**src/mme_pkg.sv**
```systemverilog
// Shared types and constants for the matrix multiply engine.
// Depends on nothing; every other file in src but mme_store refers to it by scoped names.
`default_nettype none

package mme_pkg;

   // Default configuration of the engine
   localparam int MAX_DIM_DEF   = 8;
   localparam int ELEM_BITS_DEF = 16;

   // Fixed field widths of the channels
   localparam int OPCODE_W  = 2;
   localparam int IDX_W     = 3;
   localparam int VALUE_W   = 16;
   localparam int RESULT_W  = 32;
   localparam int DIM_W     = 4;
   localparam int CSR_IDX_W = 2;

   // Register indexes on the csr channel
   localparam logic [CSR_IDX_W-1:0] REG_A_ROWS    = 2'd0;
   localparam logic [CSR_IDX_W-1:0] REG_INNER_DIM = 2'd1;
   localparam logic [CSR_IDX_W-1:0] REG_B_COLS    = 2'd2;

   // Reset value of every dimension register
   localparam logic [DIM_W-1:0] DIM_RESET = 4'd8;

   typedef enum logic [OPCODE_W-1:0] {
      OP_WRITE_A = 2'd0,
      OP_WRITE_B = 2'd1,
      OP_COMPUTE = 2'd2
   } mme_op_type;

   typedef enum logic [1:0] {
      ST_IDLE,
      ST_READ,
      ST_DRAIN
   } mme_state_type;

   // Sequencer to datapath control
   typedef struct packed {
      logic             rd_issue;
      logic             acc_clear;
      logic             emit;
      logic [IDX_W-1:0] out_row;
      logic [IDX_W-1:0] out_col;
      logic             last;
   } mme_ctrl_type;

   // Datapath to sequencer status
   typedef struct packed {
      logic pipe_busy;
      logic out_free;
   } mme_status_type;

endpackage

`default_nettype wire

```
**src/mme_ifs.sv**
```systemverilog
// Channel interfaces of the matrix multiply engine: load/compute requests,
// product results and register writes. Depends on mme_pkg for field widths.
`default_nettype none

interface mme_req_if;
   logic                              valid;
   logic                              ready;
   logic [mme_pkg::OPCODE_W-1:0]      opcode;
   logic [mme_pkg::IDX_W-1:0]         row_index;
   logic [mme_pkg::IDX_W-1:0]         col_index;
   logic signed [mme_pkg::VALUE_W-1:0] element_value;

   modport source (output valid, opcode, row_index, col_index, element_value,
                   input ready);
   modport sink   (input valid, opcode, row_index, col_index, element_value,
                   output ready);
endinterface

interface mme_rsp_if;
   logic                               valid;
   logic                               ready;
   logic [mme_pkg::IDX_W-1:0]          out_row;
   logic [mme_pkg::IDX_W-1:0]          out_col;
   logic signed [mme_pkg::RESULT_W-1:0] product_value;
   logic                               saturated;
   logic                               last;

   modport source (output valid, out_row, out_col, product_value, saturated, last,
                   input ready);
   modport sink   (input valid, out_row, out_col, product_value, saturated, last,
                   output ready);
endinterface

interface mme_csr_if;
   logic                           valid;
   logic                           ready;
   logic [mme_pkg::CSR_IDX_W-1:0]  reg_index;
   logic [mme_pkg::DIM_W-1:0]      wr_data;

   modport source (output valid, reg_index, wr_data, input ready);
   modport sink   (input valid, reg_index, wr_data, output ready);
endinterface

`default_nettype wire

```
**src/matrix_multiply_engine.sv**
```systemverilog
// Top level of the matrix multiply engine: dimension registers, operand
// stores, sequencer and MAC datapath. Depends on mme_pkg, mme_ifs, mme_store,
// mme_sequencer and mme_mac.
// Usage:
//   req_bus carries one item per transfer. Opcode OP_WRITE_A / OP_WRITE_B
//   write one element of A or B at (row_index, col_index); writes outside the
//   configured dimensions are dropped. OP_COMPUTE emits every element of
//   C = A x B on rsp_bus in row-major order, last set on the final one.
//   csr_bus writes a_rows, inner_dim, b_cols (indexes 0, 1, 2); it is always
//   ready and values above MAX_DIM act as MAX_DIM.
// Timing:
//   Element writes are taken back to back while idle. A compute item is taken
//   while idle; then for each product element the sequencer issues one store
//   read per inner step (none when inner_dim is zero) on the single read port
//   of each store, then the multiplier and accumulator stages drain.
//   req_bus.ready is low until the last product element sits in the output reg.
// Reset and stall:
//   Synchronous reset sets all dimensions to 8 and empties the pipe; store
//   contents are undefined until written. When rsp_bus stalls, the output
//   register holds its element and the sequencer waits before emitting the next.
`default_nettype none

module matrix_multiply_engine #(
   parameter int MAX_DIM   = mme_pkg::MAX_DIM_DEF,
   parameter int ELEM_BITS = mme_pkg::ELEM_BITS_DEF
) (
   input  wire logic  clock,
   input  wire logic  reset,
   mme_req_if.sink    req_bus,
   mme_rsp_if.source  rsp_bus,
   mme_csr_if.sink    csr_bus
);

   localparam int AW = $clog2(MAX_DIM * MAX_DIM);
   localparam logic [mme_pkg::DIM_W-1:0] DIM_MAX = mme_pkg::DIM_W'(MAX_DIM);

   logic [mme_pkg::DIM_W-1:0] a_rows_ff;
   logic [mme_pkg::DIM_W-1:0] inner_dim_ff;
   logic [mme_pkg::DIM_W-1:0] b_cols_ff;
   logic [mme_pkg::DIM_W-1:0] num_rows;
   logic [mme_pkg::DIM_W-1:0] num_inner;
   logic [mme_pkg::DIM_W-1:0] num_cols;

   logic                        idle;
   logic                        req_xfer;
   logic                        start;
   logic                        a_wr_en;
   logic                        b_wr_en;
   logic [AW-1:0]               wr_addr;
   logic signed [31:0]          value_ext;
   logic signed [ELEM_BITS-1:0] wr_elem;
   logic [mme_pkg::DIM_W-1:0]   row_ext;
   logic [mme_pkg::DIM_W-1:0]   col_ext;
   logic [AW-1:0]               a_rd_addr;
   logic [AW-1:0]               b_rd_addr;
   logic signed [ELEM_BITS-1:0] a_data;
   logic signed [ELEM_BITS-1:0] b_data;

   mme_pkg::mme_ctrl_type   ctrl;
   mme_pkg::mme_status_type status;

   // Dimension registers
   assign csr_bus.ready = 1'b1;

   always_ff @(posedge clock) begin
      if (reset) begin
         a_rows_ff    <= mme_pkg::DIM_RESET;
         inner_dim_ff <= mme_pkg::DIM_RESET;
         b_cols_ff    <= mme_pkg::DIM_RESET;
      end else if (csr_bus.valid) begin
         case (csr_bus.reg_index)
            mme_pkg::REG_A_ROWS:    a_rows_ff    <= csr_bus.wr_data;
            mme_pkg::REG_INNER_DIM: inner_dim_ff <= csr_bus.wr_data;
            mme_pkg::REG_B_COLS:    b_cols_ff    <= csr_bus.wr_data;
            default: begin
            end
         endcase
      end
   end

   // Clip dimensions to the store size
   assign num_rows  = (a_rows_ff > DIM_MAX)    ? DIM_MAX : a_rows_ff;
   assign num_inner = (inner_dim_ff > DIM_MAX) ? DIM_MAX : inner_dim_ff;
   assign num_cols  = (b_cols_ff > DIM_MAX)    ? DIM_MAX : b_cols_ff;

   // Decode the request
   assign req_bus.ready = idle;
   assign req_xfer      = req_bus.valid && req_bus.ready;
   assign row_ext       = mme_pkg::DIM_W'(req_bus.row_index);
   assign col_ext       = mme_pkg::DIM_W'(req_bus.col_index);
   assign value_ext     = 32'(req_bus.element_value);
   assign wr_elem       = value_ext[ELEM_BITS-1:0];
   assign wr_addr       = AW'(int'(req_bus.row_index) * MAX_DIM + int'(req_bus.col_index));

   always_comb begin
      a_wr_en = 1'b0;
      b_wr_en = 1'b0;
      start   = 1'b0;
      case (mme_pkg::mme_op_type'(req_bus.opcode))
         mme_pkg::OP_WRITE_A: a_wr_en = req_xfer && (row_ext < num_rows) &&
                                        (col_ext < num_inner);
         mme_pkg::OP_WRITE_B: b_wr_en = req_xfer && (row_ext < num_inner) &&
                                        (col_ext < num_cols);
         mme_pkg::OP_COMPUTE: start   = req_xfer;
         default: begin
         end
      endcase
   end

   mme_store #(
      .MAX_DIM   (MAX_DIM),
      .ELEM_BITS (ELEM_BITS)
   ) u_a_store (
      .clock   (clock),
      .wr_en   (a_wr_en),
      .wr_addr (wr_addr),
      .wr_data (wr_elem),
      .rd_en   (ctrl.rd_issue),
      .rd_addr (a_rd_addr),
      .rd_data (a_data)
   );

   mme_store #(
      .MAX_DIM   (MAX_DIM),
      .ELEM_BITS (ELEM_BITS)
   ) u_b_store (
      .clock   (clock),
      .wr_en   (b_wr_en),
      .wr_addr (wr_addr),
      .wr_data (wr_elem),
      .rd_en   (ctrl.rd_issue),
      .rd_addr (b_rd_addr),
      .rd_data (b_data)
   );

   mme_sequencer #(
      .MAX_DIM (MAX_DIM)
   ) u_sequencer (
      .clock     (clock),
      .reset     (reset),
      .start     (start),
      .num_rows  (num_rows),
      .num_inner (num_inner),
      .num_cols  (num_cols),
      .status    (status),
      .idle      (idle),
      .a_rd_addr (a_rd_addr),
      .b_rd_addr (b_rd_addr),
      .ctrl      (ctrl)
   );

   mme_mac #(
      .MAX_DIM   (MAX_DIM),
      .ELEM_BITS (ELEM_BITS)
   ) u_mac (
      .clock   (clock),
      .reset   (reset),
      .a_data  (a_data),
      .b_data  (b_data),
      .ctrl    (ctrl),
      .status  (status),
      .rsp_bus (rsp_bus)
   );

endmodule

`default_nettype wire

```
**src/mme_store.sv**
```systemverilog
// Matrix element store: one write port, one read port, registered read data.
// Depends on nothing outside itself; sized by the top level's parameters.
`default_nettype none

module mme_store #(
   parameter int MAX_DIM   = 8,
   parameter int ELEM_BITS = 16
) (
   input  wire logic                        clock,
   input  wire logic                        wr_en,
   input  wire logic [$clog2(MAX_DIM*MAX_DIM)-1:0] wr_addr,
   input  wire logic signed [ELEM_BITS-1:0] wr_data,
   input  wire logic                        rd_en,
   input  wire logic [$clog2(MAX_DIM*MAX_DIM)-1:0] rd_addr,
   output logic signed [ELEM_BITS-1:0]      rd_data
);

   localparam int DEPTH = MAX_DIM * MAX_DIM;

   logic signed [ELEM_BITS-1:0] mem [DEPTH];
   logic signed [ELEM_BITS-1:0] rd_data_ff;

   // Write port
   always_ff @(posedge clock) begin
      if (wr_en) begin
         mem[wr_addr] <= wr_data;
      end
   end

   // Read port, registered read data
   always_ff @(posedge clock) begin
      if (rd_en) begin
         rd_data_ff <= mem[rd_addr];
      end
   end

   assign rd_data = rd_data_ff;

endmodule

`default_nettype wire

```
**src/mme_sequencer.sv**
```systemverilog
// Compute sequencer: walks rows, columns and the inner index, issues store
// reads and tells the datapath when to clear and emit. Depends on mme_pkg.
`default_nettype none

module mme_sequencer #(
   parameter int MAX_DIM = mme_pkg::MAX_DIM_DEF
) (
   input  wire logic                          clock,
   input  wire logic                          reset,
   input  wire logic                          start,
   input  wire logic [mme_pkg::DIM_W-1:0]     num_rows,
   input  wire logic [mme_pkg::DIM_W-1:0]     num_inner,
   input  wire logic [mme_pkg::DIM_W-1:0]     num_cols,
   input  wire mme_pkg::mme_status_type       status,
   output logic                               idle,
   output logic [$clog2(MAX_DIM*MAX_DIM)-1:0] a_rd_addr,
   output logic [$clog2(MAX_DIM*MAX_DIM)-1:0] b_rd_addr,
   output mme_pkg::mme_ctrl_type              ctrl
);

   localparam int IW = $clog2(MAX_DIM);
   localparam int AW = $clog2(MAX_DIM * MAX_DIM);

   mme_pkg::mme_state_type state_ff, state_in;
   logic [IW-1:0] r_ff, r_in;
   logic [IW-1:0] c_ff, c_in;
   logic [IW-1:0] k_ff, k_in;

   logic empty_run;
   logic last_k;
   logic last_c;
   logic last_elem;
   logic emit_now;

   assign empty_run = (num_rows == '0) || (num_cols == '0);
   assign last_k    = (mme_pkg::DIM_W'(k_ff) + 1'b1) == num_inner;
   assign last_c    = (mme_pkg::DIM_W'(c_ff) + 1'b1) == num_cols;
   assign last_elem = last_c && ((mme_pkg::DIM_W'(r_ff) + 1'b1) == num_rows);
   assign emit_now  = (state_ff == mme_pkg::ST_DRAIN) && !status.pipe_busy &&
                      status.out_free;

   // Next state
   always_comb begin
      state_in = state_ff;
      case (state_ff)
         mme_pkg::ST_IDLE: begin
            if (start && !empty_run) begin
               state_in = (num_inner == '0) ? mme_pkg::ST_DRAIN : mme_pkg::ST_READ;
            end
         end
         mme_pkg::ST_READ: begin
            if (last_k) begin
               state_in = mme_pkg::ST_DRAIN;
            end
         end
         mme_pkg::ST_DRAIN: begin
            if (emit_now) begin
               if (last_elem) begin
                  state_in = mme_pkg::ST_IDLE;
               end else if (num_inner != '0) begin
                  state_in = mme_pkg::ST_READ;
               end
            end
         end
         default: begin
            state_in = mme_pkg::ST_IDLE;
         end
      endcase
   end

   // Outputs
   always_comb begin
      idle           = (state_ff == mme_pkg::ST_IDLE);
      ctrl.rd_issue  = (state_ff == mme_pkg::ST_READ);
      ctrl.acc_clear = (idle && start) || emit_now;
      ctrl.emit      = emit_now;
      ctrl.out_row   = mme_pkg::IDX_W'(r_ff);
      ctrl.out_col   = mme_pkg::IDX_W'(c_ff);
      ctrl.last      = last_elem;
      a_rd_addr      = AW'(int'(r_ff) * MAX_DIM + int'(k_ff));
      b_rd_addr      = AW'(int'(k_ff) * MAX_DIM + int'(c_ff));
   end

   // Index counters
   always_comb begin
      r_in = r_ff;
      c_in = c_ff;
      k_in = k_ff;
      if (state_ff == mme_pkg::ST_IDLE) begin
         r_in = '0;
         c_in = '0;
         k_in = '0;
      end else if (state_ff == mme_pkg::ST_READ) begin
         if (!last_k) begin
            k_in = k_ff + 1'b1;
         end
      end else if (emit_now) begin
         k_in = '0;
         if (last_c) begin
            c_in = '0;
            r_in = r_ff + 1'b1;
         end else begin
            c_in = c_ff + 1'b1;
         end
      end
   end

   always_ff @(posedge clock) begin
      if (reset) begin
         state_ff <= mme_pkg::ST_IDLE;
         r_ff     <= '0;
         c_ff     <= '0;
         k_ff     <= '0;
      end else begin
         state_ff <= state_in;
         r_ff     <= r_in;
         c_ff     <= c_in;
         k_ff     <= k_in;
      end
   end

endmodule

`default_nettype wire

```
**src/mme_mac.sv**
```systemverilog
// Multiply-accumulate datapath with saturation and the result output register.
// Depends on mme_pkg and the mme_rsp_if interface.
`default_nettype none

module mme_mac #(
   parameter int MAX_DIM   = mme_pkg::MAX_DIM_DEF,
   parameter int ELEM_BITS = mme_pkg::ELEM_BITS_DEF
) (
   input  wire logic                        clock,
   input  wire logic                        reset,
   input  wire logic signed [ELEM_BITS-1:0] a_data,
   input  wire logic signed [ELEM_BITS-1:0] b_data,
   input  wire mme_pkg::mme_ctrl_type       ctrl,
   output mme_pkg::mme_status_type          status,
   mme_rsp_if.source                        rsp_bus
);

   localparam int PROD_W = 2 * ELEM_BITS;
   localparam int ACC_W  = PROD_W + $clog2(MAX_DIM);
   localparam int EXT_W  = (ACC_W > mme_pkg::RESULT_W + 1) ? ACC_W : mme_pkg::RESULT_W + 1;
   localparam logic signed [EXT_W-1:0] SAT_HI =
      EXT_W'(signed'({1'b0, {(mme_pkg::RESULT_W-1){1'b1}}}));
   localparam logic signed [EXT_W-1:0] SAT_LO =
      EXT_W'(signed'({1'b1, {(mme_pkg::RESULT_W-1){1'b0}}}));

   logic                      rd_vld_ff;
   logic                      mul_vld_ff;
   logic signed [PROD_W-1:0]  prod_ff, prod_in;
   logic signed [ACC_W-1:0]   acc_ff;
   logic signed [EXT_W-1:0]   acc_ext;
   logic                      sat_hi;
   logic                      sat_lo;
   logic signed [mme_pkg::RESULT_W-1:0] clamped;

   logic                      out_vld_ff;
   logic [mme_pkg::IDX_W-1:0] out_row_ff;
   logic [mme_pkg::IDX_W-1:0] out_col_ff;
   logic signed [mme_pkg::RESULT_W-1:0] out_value_ff;
   logic                      out_sat_ff;
   logic                      out_last_ff;

   // Track read data and product through the pipe
   always_ff @(posedge clock) begin
      if (reset) begin
         rd_vld_ff  <= 1'b0;
         mul_vld_ff <= 1'b0;
      end else begin
         rd_vld_ff  <= ctrl.rd_issue;
         mul_vld_ff <= rd_vld_ff;
      end
   end

   // Multiply the two store outputs
   assign prod_in = PROD_W'(a_data) * PROD_W'(b_data);

   always_ff @(posedge clock) begin
      if (rd_vld_ff) begin
         prod_ff <= prod_in;
      end
   end

   // Accumulate the dot product
   always_ff @(posedge clock) begin
      if (ctrl.acc_clear) begin
         acc_ff <= '0;
      end else if (mul_vld_ff) begin
         acc_ff <= acc_ff + ACC_W'(prod_ff);
      end
   end

   // Clamp the finished sum to 32 bits
   assign acc_ext = EXT_W'(acc_ff);
   assign sat_hi  = acc_ext > SAT_HI;
   assign sat_lo  = acc_ext < SAT_LO;
   assign clamped = sat_hi ? SAT_HI[mme_pkg::RESULT_W-1:0] :
                    sat_lo ? SAT_LO[mme_pkg::RESULT_W-1:0] :
                             acc_ext[mme_pkg::RESULT_W-1:0];

   // Output register: load on emit, drop on transfer
   always_ff @(posedge clock) begin
      if (reset) begin
         out_vld_ff <= 1'b0;
      end else if (ctrl.emit) begin
         out_vld_ff <= 1'b1;
      end else if (rsp_bus.ready) begin
         out_vld_ff <= 1'b0;
      end
   end

   always_ff @(posedge clock) begin
      if (ctrl.emit) begin
         out_row_ff   <= ctrl.out_row;
         out_col_ff   <= ctrl.out_col;
         out_value_ff <= clamped;
         out_sat_ff   <= sat_hi || sat_lo;
         out_last_ff  <= ctrl.last;
      end
   end

   assign rsp_bus.valid         = out_vld_ff;
   assign rsp_bus.out_row       = out_row_ff;
   assign rsp_bus.out_col       = out_col_ff;
   assign rsp_bus.product_value = out_value_ff;
   assign rsp_bus.saturated     = out_sat_ff;
   assign rsp_bus.last          = out_last_ff;

   assign status.pipe_busy = rd_vld_ff || mul_vld_ff;
   assign status.out_free  = !out_vld_ff || rsp_bus.ready;

endmodule

`default_nettype wire
```
**src/flat_wrapper.sv**
```systemverilog
// flat-port wrapper written by rule: the top's interface ports become plain ports
module matrix_multiply_engine_flat 
#(
   parameter int MAX_DIM   = mme_pkg::MAX_DIM_DEF,
   parameter int ELEM_BITS = mme_pkg::ELEM_BITS_DEF
)
  (clock, reset, req_bus_valid, req_bus_opcode, req_bus_row_index, req_bus_col_index, req_bus_element_value, req_bus_ready, rsp_bus_valid, rsp_bus_out_row, rsp_bus_out_col, rsp_bus_product_value, rsp_bus_saturated, rsp_bus_last, rsp_bus_ready, csr_bus_valid, csr_bus_reg_index, csr_bus_wr_data, csr_bus_ready);
  mme_req_if req_bus_i ();
  mme_rsp_if rsp_bus_i ();
  mme_csr_if csr_bus_i ();
  input  wire logic clock;
  input  wire logic reset;
  input wire logic [$bits(req_bus_i.valid)-1:0] req_bus_valid;
  input wire logic [$bits(req_bus_i.opcode)-1:0] req_bus_opcode;
  input wire logic [$bits(req_bus_i.row_index)-1:0] req_bus_row_index;
  input wire logic [$bits(req_bus_i.col_index)-1:0] req_bus_col_index;
  input wire logic [$bits(req_bus_i.element_value)-1:0] req_bus_element_value;
  output wire logic [$bits(req_bus_i.ready)-1:0] req_bus_ready;
  output wire logic [$bits(rsp_bus_i.valid)-1:0] rsp_bus_valid;
  output wire logic [$bits(rsp_bus_i.out_row)-1:0] rsp_bus_out_row;
  output wire logic [$bits(rsp_bus_i.out_col)-1:0] rsp_bus_out_col;
  output wire logic [$bits(rsp_bus_i.product_value)-1:0] rsp_bus_product_value;
  output wire logic [$bits(rsp_bus_i.saturated)-1:0] rsp_bus_saturated;
  output wire logic [$bits(rsp_bus_i.last)-1:0] rsp_bus_last;
  input wire logic [$bits(rsp_bus_i.ready)-1:0] rsp_bus_ready;
  input wire logic [$bits(csr_bus_i.valid)-1:0] csr_bus_valid;
  input wire logic [$bits(csr_bus_i.reg_index)-1:0] csr_bus_reg_index;
  input wire logic [$bits(csr_bus_i.wr_data)-1:0] csr_bus_wr_data;
  output wire logic [$bits(csr_bus_i.ready)-1:0] csr_bus_ready;
  assign req_bus_i.valid = req_bus_valid;
  assign req_bus_i.opcode = req_bus_opcode;
  assign req_bus_i.row_index = req_bus_row_index;
  assign req_bus_i.col_index = req_bus_col_index;
  assign req_bus_i.element_value = req_bus_element_value;
  assign req_bus_ready = req_bus_i.ready;
  assign rsp_bus_valid = rsp_bus_i.valid;
  assign rsp_bus_out_row = rsp_bus_i.out_row;
  assign rsp_bus_out_col = rsp_bus_i.out_col;
  assign rsp_bus_product_value = rsp_bus_i.product_value;
  assign rsp_bus_saturated = rsp_bus_i.saturated;
  assign rsp_bus_last = rsp_bus_i.last;
  assign rsp_bus_i.ready = rsp_bus_ready;
  assign csr_bus_i.valid = csr_bus_valid;
  assign csr_bus_i.reg_index = csr_bus_reg_index;
  assign csr_bus_i.wr_data = csr_bus_wr_data;
  assign csr_bus_ready = csr_bus_i.ready;
  matrix_multiply_engine #(.MAX_DIM(MAX_DIM), .ELEM_BITS(ELEM_BITS)) u_core (.clock(clock), .reset(reset), .req_bus(req_bus_i), .rsp_bus(rsp_bus_i), .csr_bus(csr_bus_i));
endmodule
```
**config.mk**
```make
export PLATFORM = sky130hd
export DESIGN_NAME = matrix_multiply_engine_flat
export DESIGN_NICKNAME = d
export VERILOG_FILES = /design/src/mme_pkg.sv /design/src/mme_ifs.sv /design/src/matrix_multiply_engine.sv /design/src/mme_store.sv /design/src/mme_sequencer.sv /design/src/mme_mac.sv /design/src/flat_wrapper.sv
export SDC_FILE = /design/constraint.sdc
export NUM_CORES = 2
export LEC_CHECK = 0
export BUFFER_PORTS_ARGS = -buffer_cell sky130_fd_sc_hd__buf_4
export CAP_MARGIN = 20
export CORE_MARGIN = 3
export CORE_UTILIZATION = 47
export CTS_CLUSTER_SIZE = 28
export DETAILED_ROUTE_END_ITERATION = 8
export PLACE_DENSITY = 0.66
export SETUP_SLACK_MARGIN = 0.3
export SYNTH_ARGS = -nofsm -noshare
export SYNTH_HDL_FRONTEND = slang
export SYNTH_SLANG_ARGS = --single-unit
```
**constraint.sdc**
```tcl
create_clock -name clock -period 7.2 [get_ports clock]
set_input_delay 1.44 -clock clock [delete_from_list [all_inputs] [get_ports clock]]
set_output_delay 1.44 -clock clock [all_outputs]
set_load 0.05 [all_outputs]
```
# [Word-level counts from Yosys, hierarchy flattened]
# Memories as Yosys holds them, arrays and structs flattened. A register that Yosys moved wholly into a read port is not among the register bits.
# Cells that the tools add are included.
[op_classes] addsub=10 n_mul=1 order_cmp=9 n_eq_ne=14 mux=24 n_bitwise=1 n_reduce_logical=35
[op_table] op="adder 35 x 32 -> 35 bit" n=1
[op_table] op="> comparator 35 x 32 -> 1 bit (second input constant)" n=1
[op_table] op="less-than comparator 35 x 32 -> 1 bit (second input constant)" n=1
[op_table] op="multiplier 16 x 16 -> 32 bit" n=1
[op_table] op="two-way mux 32 bit" n=1
[op_table] op="adder 6 x 3 -> 6 bit" n=3
[op_table] op="less-than comparator 3 x 4 -> 1 bit" n=4
[op_table] op="adder 3 x 1 -> 4 bit (second input constant)" n=3
[op_table] op="equality test 4 bit" n=3
[op_table] op="> comparator 4 bit (second input constant)" n=3
[op_table] op="logical NOT 4 bit" n=3
[op_table] op="two-way mux 2 bit" n=6
[op_table] op="two-way mux 3 bit" n=4
[op_table] op="two-way mux 4 bit" n=3
[op_table] op="logical AND 1 bit" n=10
[op_table] op="AND reduction 2 bit" n=5
[op_table] op="adder 3 x 1 -> 3 bit (second input constant)" n=3
[op_table] op="two-way mux 1 bit" n=9
[op_table] op="inequality test 2 bit (second input constant)" n=4
[op_table] op="equality test 2 x 1 -> 1 bit (second input constant)" n=3
[op_table] op="equality test 2 bit (second input constant)" n=3
[op_table] op="logical NOT 2 bit" n=3
[op_table] op="case mux 2 bit (3 select lines)" n=1
[op_table] op="logical OR 1 bit" n=5
[op_table] op="other kinds (8)" n=11
[totals] register_bits=133 mem_bits_rw=2048 input_bits=35 wordCells=113 mem_count=2
[memory_table] memory="u_core.u_a_store.mem" words=64 width=16 rd=1 rd_ports_with_merged_regs=1 write_ports=1 line_no="mme_store.sv:20" source="logic signed [ELEM_BITS-1:0] mem [DEPTH];"
[memory_table] memory="u_core.u_b_store.mem" words=64 width=16 rd=1 rd_ports_with_merged_regs=1 write_ports=1 line_no="mme_store.sv:20"

# [Logic depth before layout (Yosys ltp)]
[depth] depth_word=8 ltp_mapped=27 mapped_depth_nobuf=25

# [Cells and area by module]
# From an unflattened synthesis, not the netlist that was laid out.
[hier_totals] hier_cells=5449 hier_area_um2=97498.5
[modules_own_cells] module="mme_store" n_inst=2 cells_per_inst=1829 area_each_um2=40202.3
[modules_own_cells] module="mme_mac" n_inst=1 cells_per_inst=1592 area_each_um2=15407.3
[modules_own_cells] module="mme_sequencer" n_inst=1 cells_per_inst=108 area_each_um2=893.4
[modules_own_cells] module="matrix_multiply_engine" n_inst=1 cells_per_inst=91 area_each_um2=793.3

# [Worst setup path after synthesis]
# OpenSTA, ideal clock, no wires.
[synth_timing] kind="register to register" from="register u_core.u_a_store.rd_data_ff[15], in the netlist u_core.u_a_store.rd_data[15] (read register of u_core.u_a_store.mem)" to="register u_core.u_mac.prod_ff[31] (data pin)" setup_ps=260 arrival_time_ps=5949 t_required_ps=6940 setup_slack_ps=991 stages_incl_launch_ff=24 path_buffers=2 period_less_slack_ps=6209 path_cell_list="edfxtp_1 clkbuf_1 nand2_1 inv_1 fa_1 inv_1 fa_1 fa_1 fa_1 fa_1 fa_1 inv_1 ha_1 clkbuf_1 a21o_1 a21o_1 a21oi_1 nor2_1 or3_1 o21a_1 nor2_1 o21a_1 o21ai_1 xnor2_1"
[synth_via] elab_chain_cells=1
[synth_lines] element="start, declared" line_no="mme_store.sv:21" source="logic signed [ELEM_BITS-1:0] rd_data_ff;"
[synth_lines] element="multiplier 16 x 16 -> 32 bit" line_no="mme_mac.sv:54" source="assign prod_in = PROD_W'(a_data) * PROD_W'(b_data);"
[synth_lines] element="via u_core.u_mac.prod_in[31]" line_no="mme_mac.sv:28" source="logic signed [PROD_W-1:0] prod_ff, prod_in;"
[synth_lines] element="end signal, assigned" line_no="mme_mac.sv:58" source="prod_ff <= prod_in;"
[synth_lines] element="end, declared" line_no="mme_mac.sv:28"
# The timed path passes the listed nets, and every way through them passes these cells.
# A chain may end at the register's enable or synchronous reset.

# [Worst setup path after layout]
[layout_timing] from="register u_core.u_a_store.rd_data_ff[12], in the netlist u_core.u_a_store.rd_data[12] (read register of u_core.u_a_store.mem)" to="register u_core.u_mac.prod_ff[23] (data pin)"
# Same word-level chain as after synthesis.

==> impl_metrics.ini <==
[run_status]
status = finished, final reports clean

[worst_hold_path]
hp-start = u_core.u_mac.acc_ext[21]
min_path_cells = 2
hold_class = reg -> reg
whs_endpoint = u_core.u_mac.acc_ext[21]

[drt]
drtAntennaViolNets = 0
drt_iter0_drc = 5561
vias = 48300
drc = 0
via_per_inst = 5.86
wl_per_cell_um = 27.0
drt-total-wl_um = 223000
firstDrtPassIters = 6

[floorplan]
die_y_um = 458
pin_count = 78
initial_core_util = 0.474
die-area_um2 = 210000
row_count = 165
coreArea_um2 = 203000
fp.dieW_um = 458

[synth]
synth_area_um2 = 95900
ys_seq_elements = 2213
yosysTopAreaCellShare = 0.674
yosysSeqAreaShare = 0.686
syn-num-nets = 5510
synth_area_leaders = edfxtp_1 67%, mux4_2 13%, fa_1 5.5%
synthCells = 5085
synth_common_cells = 2152 x edfxtp_1, 552 x mux4_2, 319 x inv_1, 263 x fa_1, 224 x nor2_1
postSynthAreaPerCell_um2 = 18.9
synth_top_area_cell = edfxtp_1
synth_cell_types = 71
synth_edf_count = 2152
yosys.cell_count.top_type = edfxtp_1
async_reset_ff_frac = 0
synth-main-ff-cell = edfxtp_1
yosys_warnings = 0

[clock_tree]
root_buffer = clkbuf_16
clockBufferDepth = 3
tritoncts = built
clkLatencyLatePin_ps = 850
htree_levels = 4
clock-sinks = 2213
clk_pin_slew_worst_paths_ps = 60
numCtsBuffers = 216
cts.hold.buffers_added = 0

[place]
dp_slack_ps = 424
portBuffers = 76
routabilityCongestion = 0.862
placed_area_um2 = 100000
dp_hpwl_um = 137000

[setup_path]
worstSetupPathType = reg -> reg
cp_data_arrival_time_ps = 7180
cp-start-kind = flip-flop
crit_path_max_fanout = 16
cp_common_cell = fa_1
cp-end-kind = flip-flop
critPathSlowestCell = edfxtp_1
rrSetupSlack_ps = 600
r2r_cells = 19
rr_startpoint = u_core.u_a_store.rd_data[12]
required_ps = 7780
crit_path_max_incr_delay_ps = 720
crit_chain = nand2_1, fa_1, fa_1, fa_1, inv_1, fa_1, fa_1, inv_1, fa_1, inv_1, ha_1, a211o_1, o311ai_0, inv_1, a21oi_1, o21ai_0, a211o_1, a21oi_1, xnor2_1
reg2reg_to = u_core.u_mac.prod_ff[23]

[timing]
tightest_slew_ps = 1160
relSlewSlack = 0.224
finalSetupViolCount = 0
tns_ps = 0
drv_slew = 0
max_clock_freq_mhz = 152
min_period_ps = 6600
finalHoldViolations = 0
rsz0062_at_grt = false
skew_ps = 59.8
worst_slack_ps = 601
whs_ps = 500
period_share = 0.917

[global_routing]
grt_max_degree = 157
antenna_found_initial = 13
grt_pass1_vias = 48800
grtUsageTotal = 0.214
grt_pass1_wl_um = 332000
overflow = 0

[power]
power_leakage_nw = 35.4
max-vdd-ir-drop_v = 0.00143
power.density_nw_per_um2 = 489

[finish]
final_area_um2 = 108000
drive_above_1_share = 0.215
seqCellArea_um2 = 65900
fillers = 15600
syn_to_final_growth_pct = 12.4
nets = 5791
multi_input_area_um2 = 27800

[flow_run]
drv_cap = 0
==> worst max-delay path by stage <==
| stage | start | endpoint | slack [ps] | cells after the start |
|---|---|---|---|---|
| after global routing | u_core.u_b_store.rd_data[6] | u_core.u_mac.prod_ff[31] | 310 | 20 |
| after floorplan | u_core.u_a_store.rd_data[15] | u_core.u_mac.prod_ff[31] | 990 | 23 |
| after CTS | u_core.u_a_store.rd_data[15] | u_core.u_mac.prod_ff[31] | 430 | 20 |
| final | u_core.u_a_store.rd_data[12] | u_core.u_mac.prod_ff[23] | 600 | 19 |
| after global placement | u_core.u_b_store.rd_data[4] | u_core.u_mac.prod_ff[31] | 530 | 21 |
| after detailed placement | u_core.u_a_store.rd_data[15] | u_core.u_mac.prod_ff[31] | 420 | 20 |
==> through the flow <==
step	total power [mW]	std cells	util
3_3_place_gp	41.2	7783	0.496
4_1_cts	52.9	8190	0.531
6_report	52.7	8232	0.533
5_1_grt	56.6	8225	0.532
2_1_floorplan	36.5	5085	-
3_5_place_dp	41.6	7786	0.496
==> cell usage in the layout, fill, tap and decap left out, types with 26 or more instances in the layout <==
cell and count:
clkbuf_1 52, edfxtp_1 2152, o221ai_1 67, o21ai_0 43
xnor2_1 54, a21o_1 54, buf_4 298, mux4_2 552
nand2_1 208, a21oi_1 100, mux2i_1 178, a211oi_1 26
ha_1 127, o22ai_1 48, inv_1 318, nor2_1 222
clkbuf_16 219, clkinv_2 33, and2_1 122, fa_1 262
dfxtp_1 54, clkinv_1 57
==> cell type report <==
type,count,area share
tap,2672,0.0310
multi-input combinational,2303,0.258
inverter,321,0.0112
sequential,2213,0.611
clock buffer,274,0.0530
clock inverter,130,0.0127
timing repair buffer,311,0.0230
antenna,8,0.000186
==> what timing repair did <==
action | CTS | global route
endpoints found under the setup margin | 0 | 5
setup buffers | 0 | 34
gates resized for setup | 0 | 1
==> power by group <==
group | switching (mW) | leakage (nW) | internal [mW] | total, mW
registers | 0.227 | 19.9 | 15.8 | 16.0
clock network | 4.79 | 3.46 | 6.46 | 11.2
logic | 14.1 | 12.0 | 11.4 | 25.4
total | 19.1 | 35.4 | 33.6 | 52.7
==> logic make-up (layout without fill, tap and decap cells) <==
group,count (synthesis),after routing,share of synthesized area
flops,2213,2213,0.686
mux,730,730,0.148
simple gates,685,685,0.0336
buf+inv,569,1036,0.0238
compound gates,425,425,0.0300
fa+ha+maj,390,390,0.0714
xor+xnor,72,72,0.00657
other cells,1,9,0.0000391
==> sequential cells by signal, summed over array words and instances (netlist names), 4 cells and up <==
name and flops:
u_core.u_mac.prod_ff 32, u_core.u_a_store.rd_data 16, u_core.u_b_store.rd_data 16, u_core.a_rows_ff 4, u_core.b_cols_ff 4, u_core.u_mac.rsp_bus.product_value 32, u_core.inner_dim_ff 4, u_core.u_mac.acc_ext 35
u_core.u_b_store.mem 1024, u_core.u_a_store.mem 1024
==> metal layers <==
layer	wire length (µm)	vias to the layer above	GRT usage
li1	-	20600	-
met1	95800	25500	0.318
met2	105000	1900	0.331
met3	17200	303	0.0401
met4	4870	2	0.0515
met5	12	-	0
==> critical path: cells and delay by family, from the launching register on <==
kind / cells / cell delay (ps)
buf+inv: 4 / 230
flops: 1 / 720
compound gates: 6 / 1750
fa+ha+maj: 7 / 3400
simple gates: 1 / 160
xor+xnor: 1 / 80
Note: power is estimated with default switching activity, not from simulation.
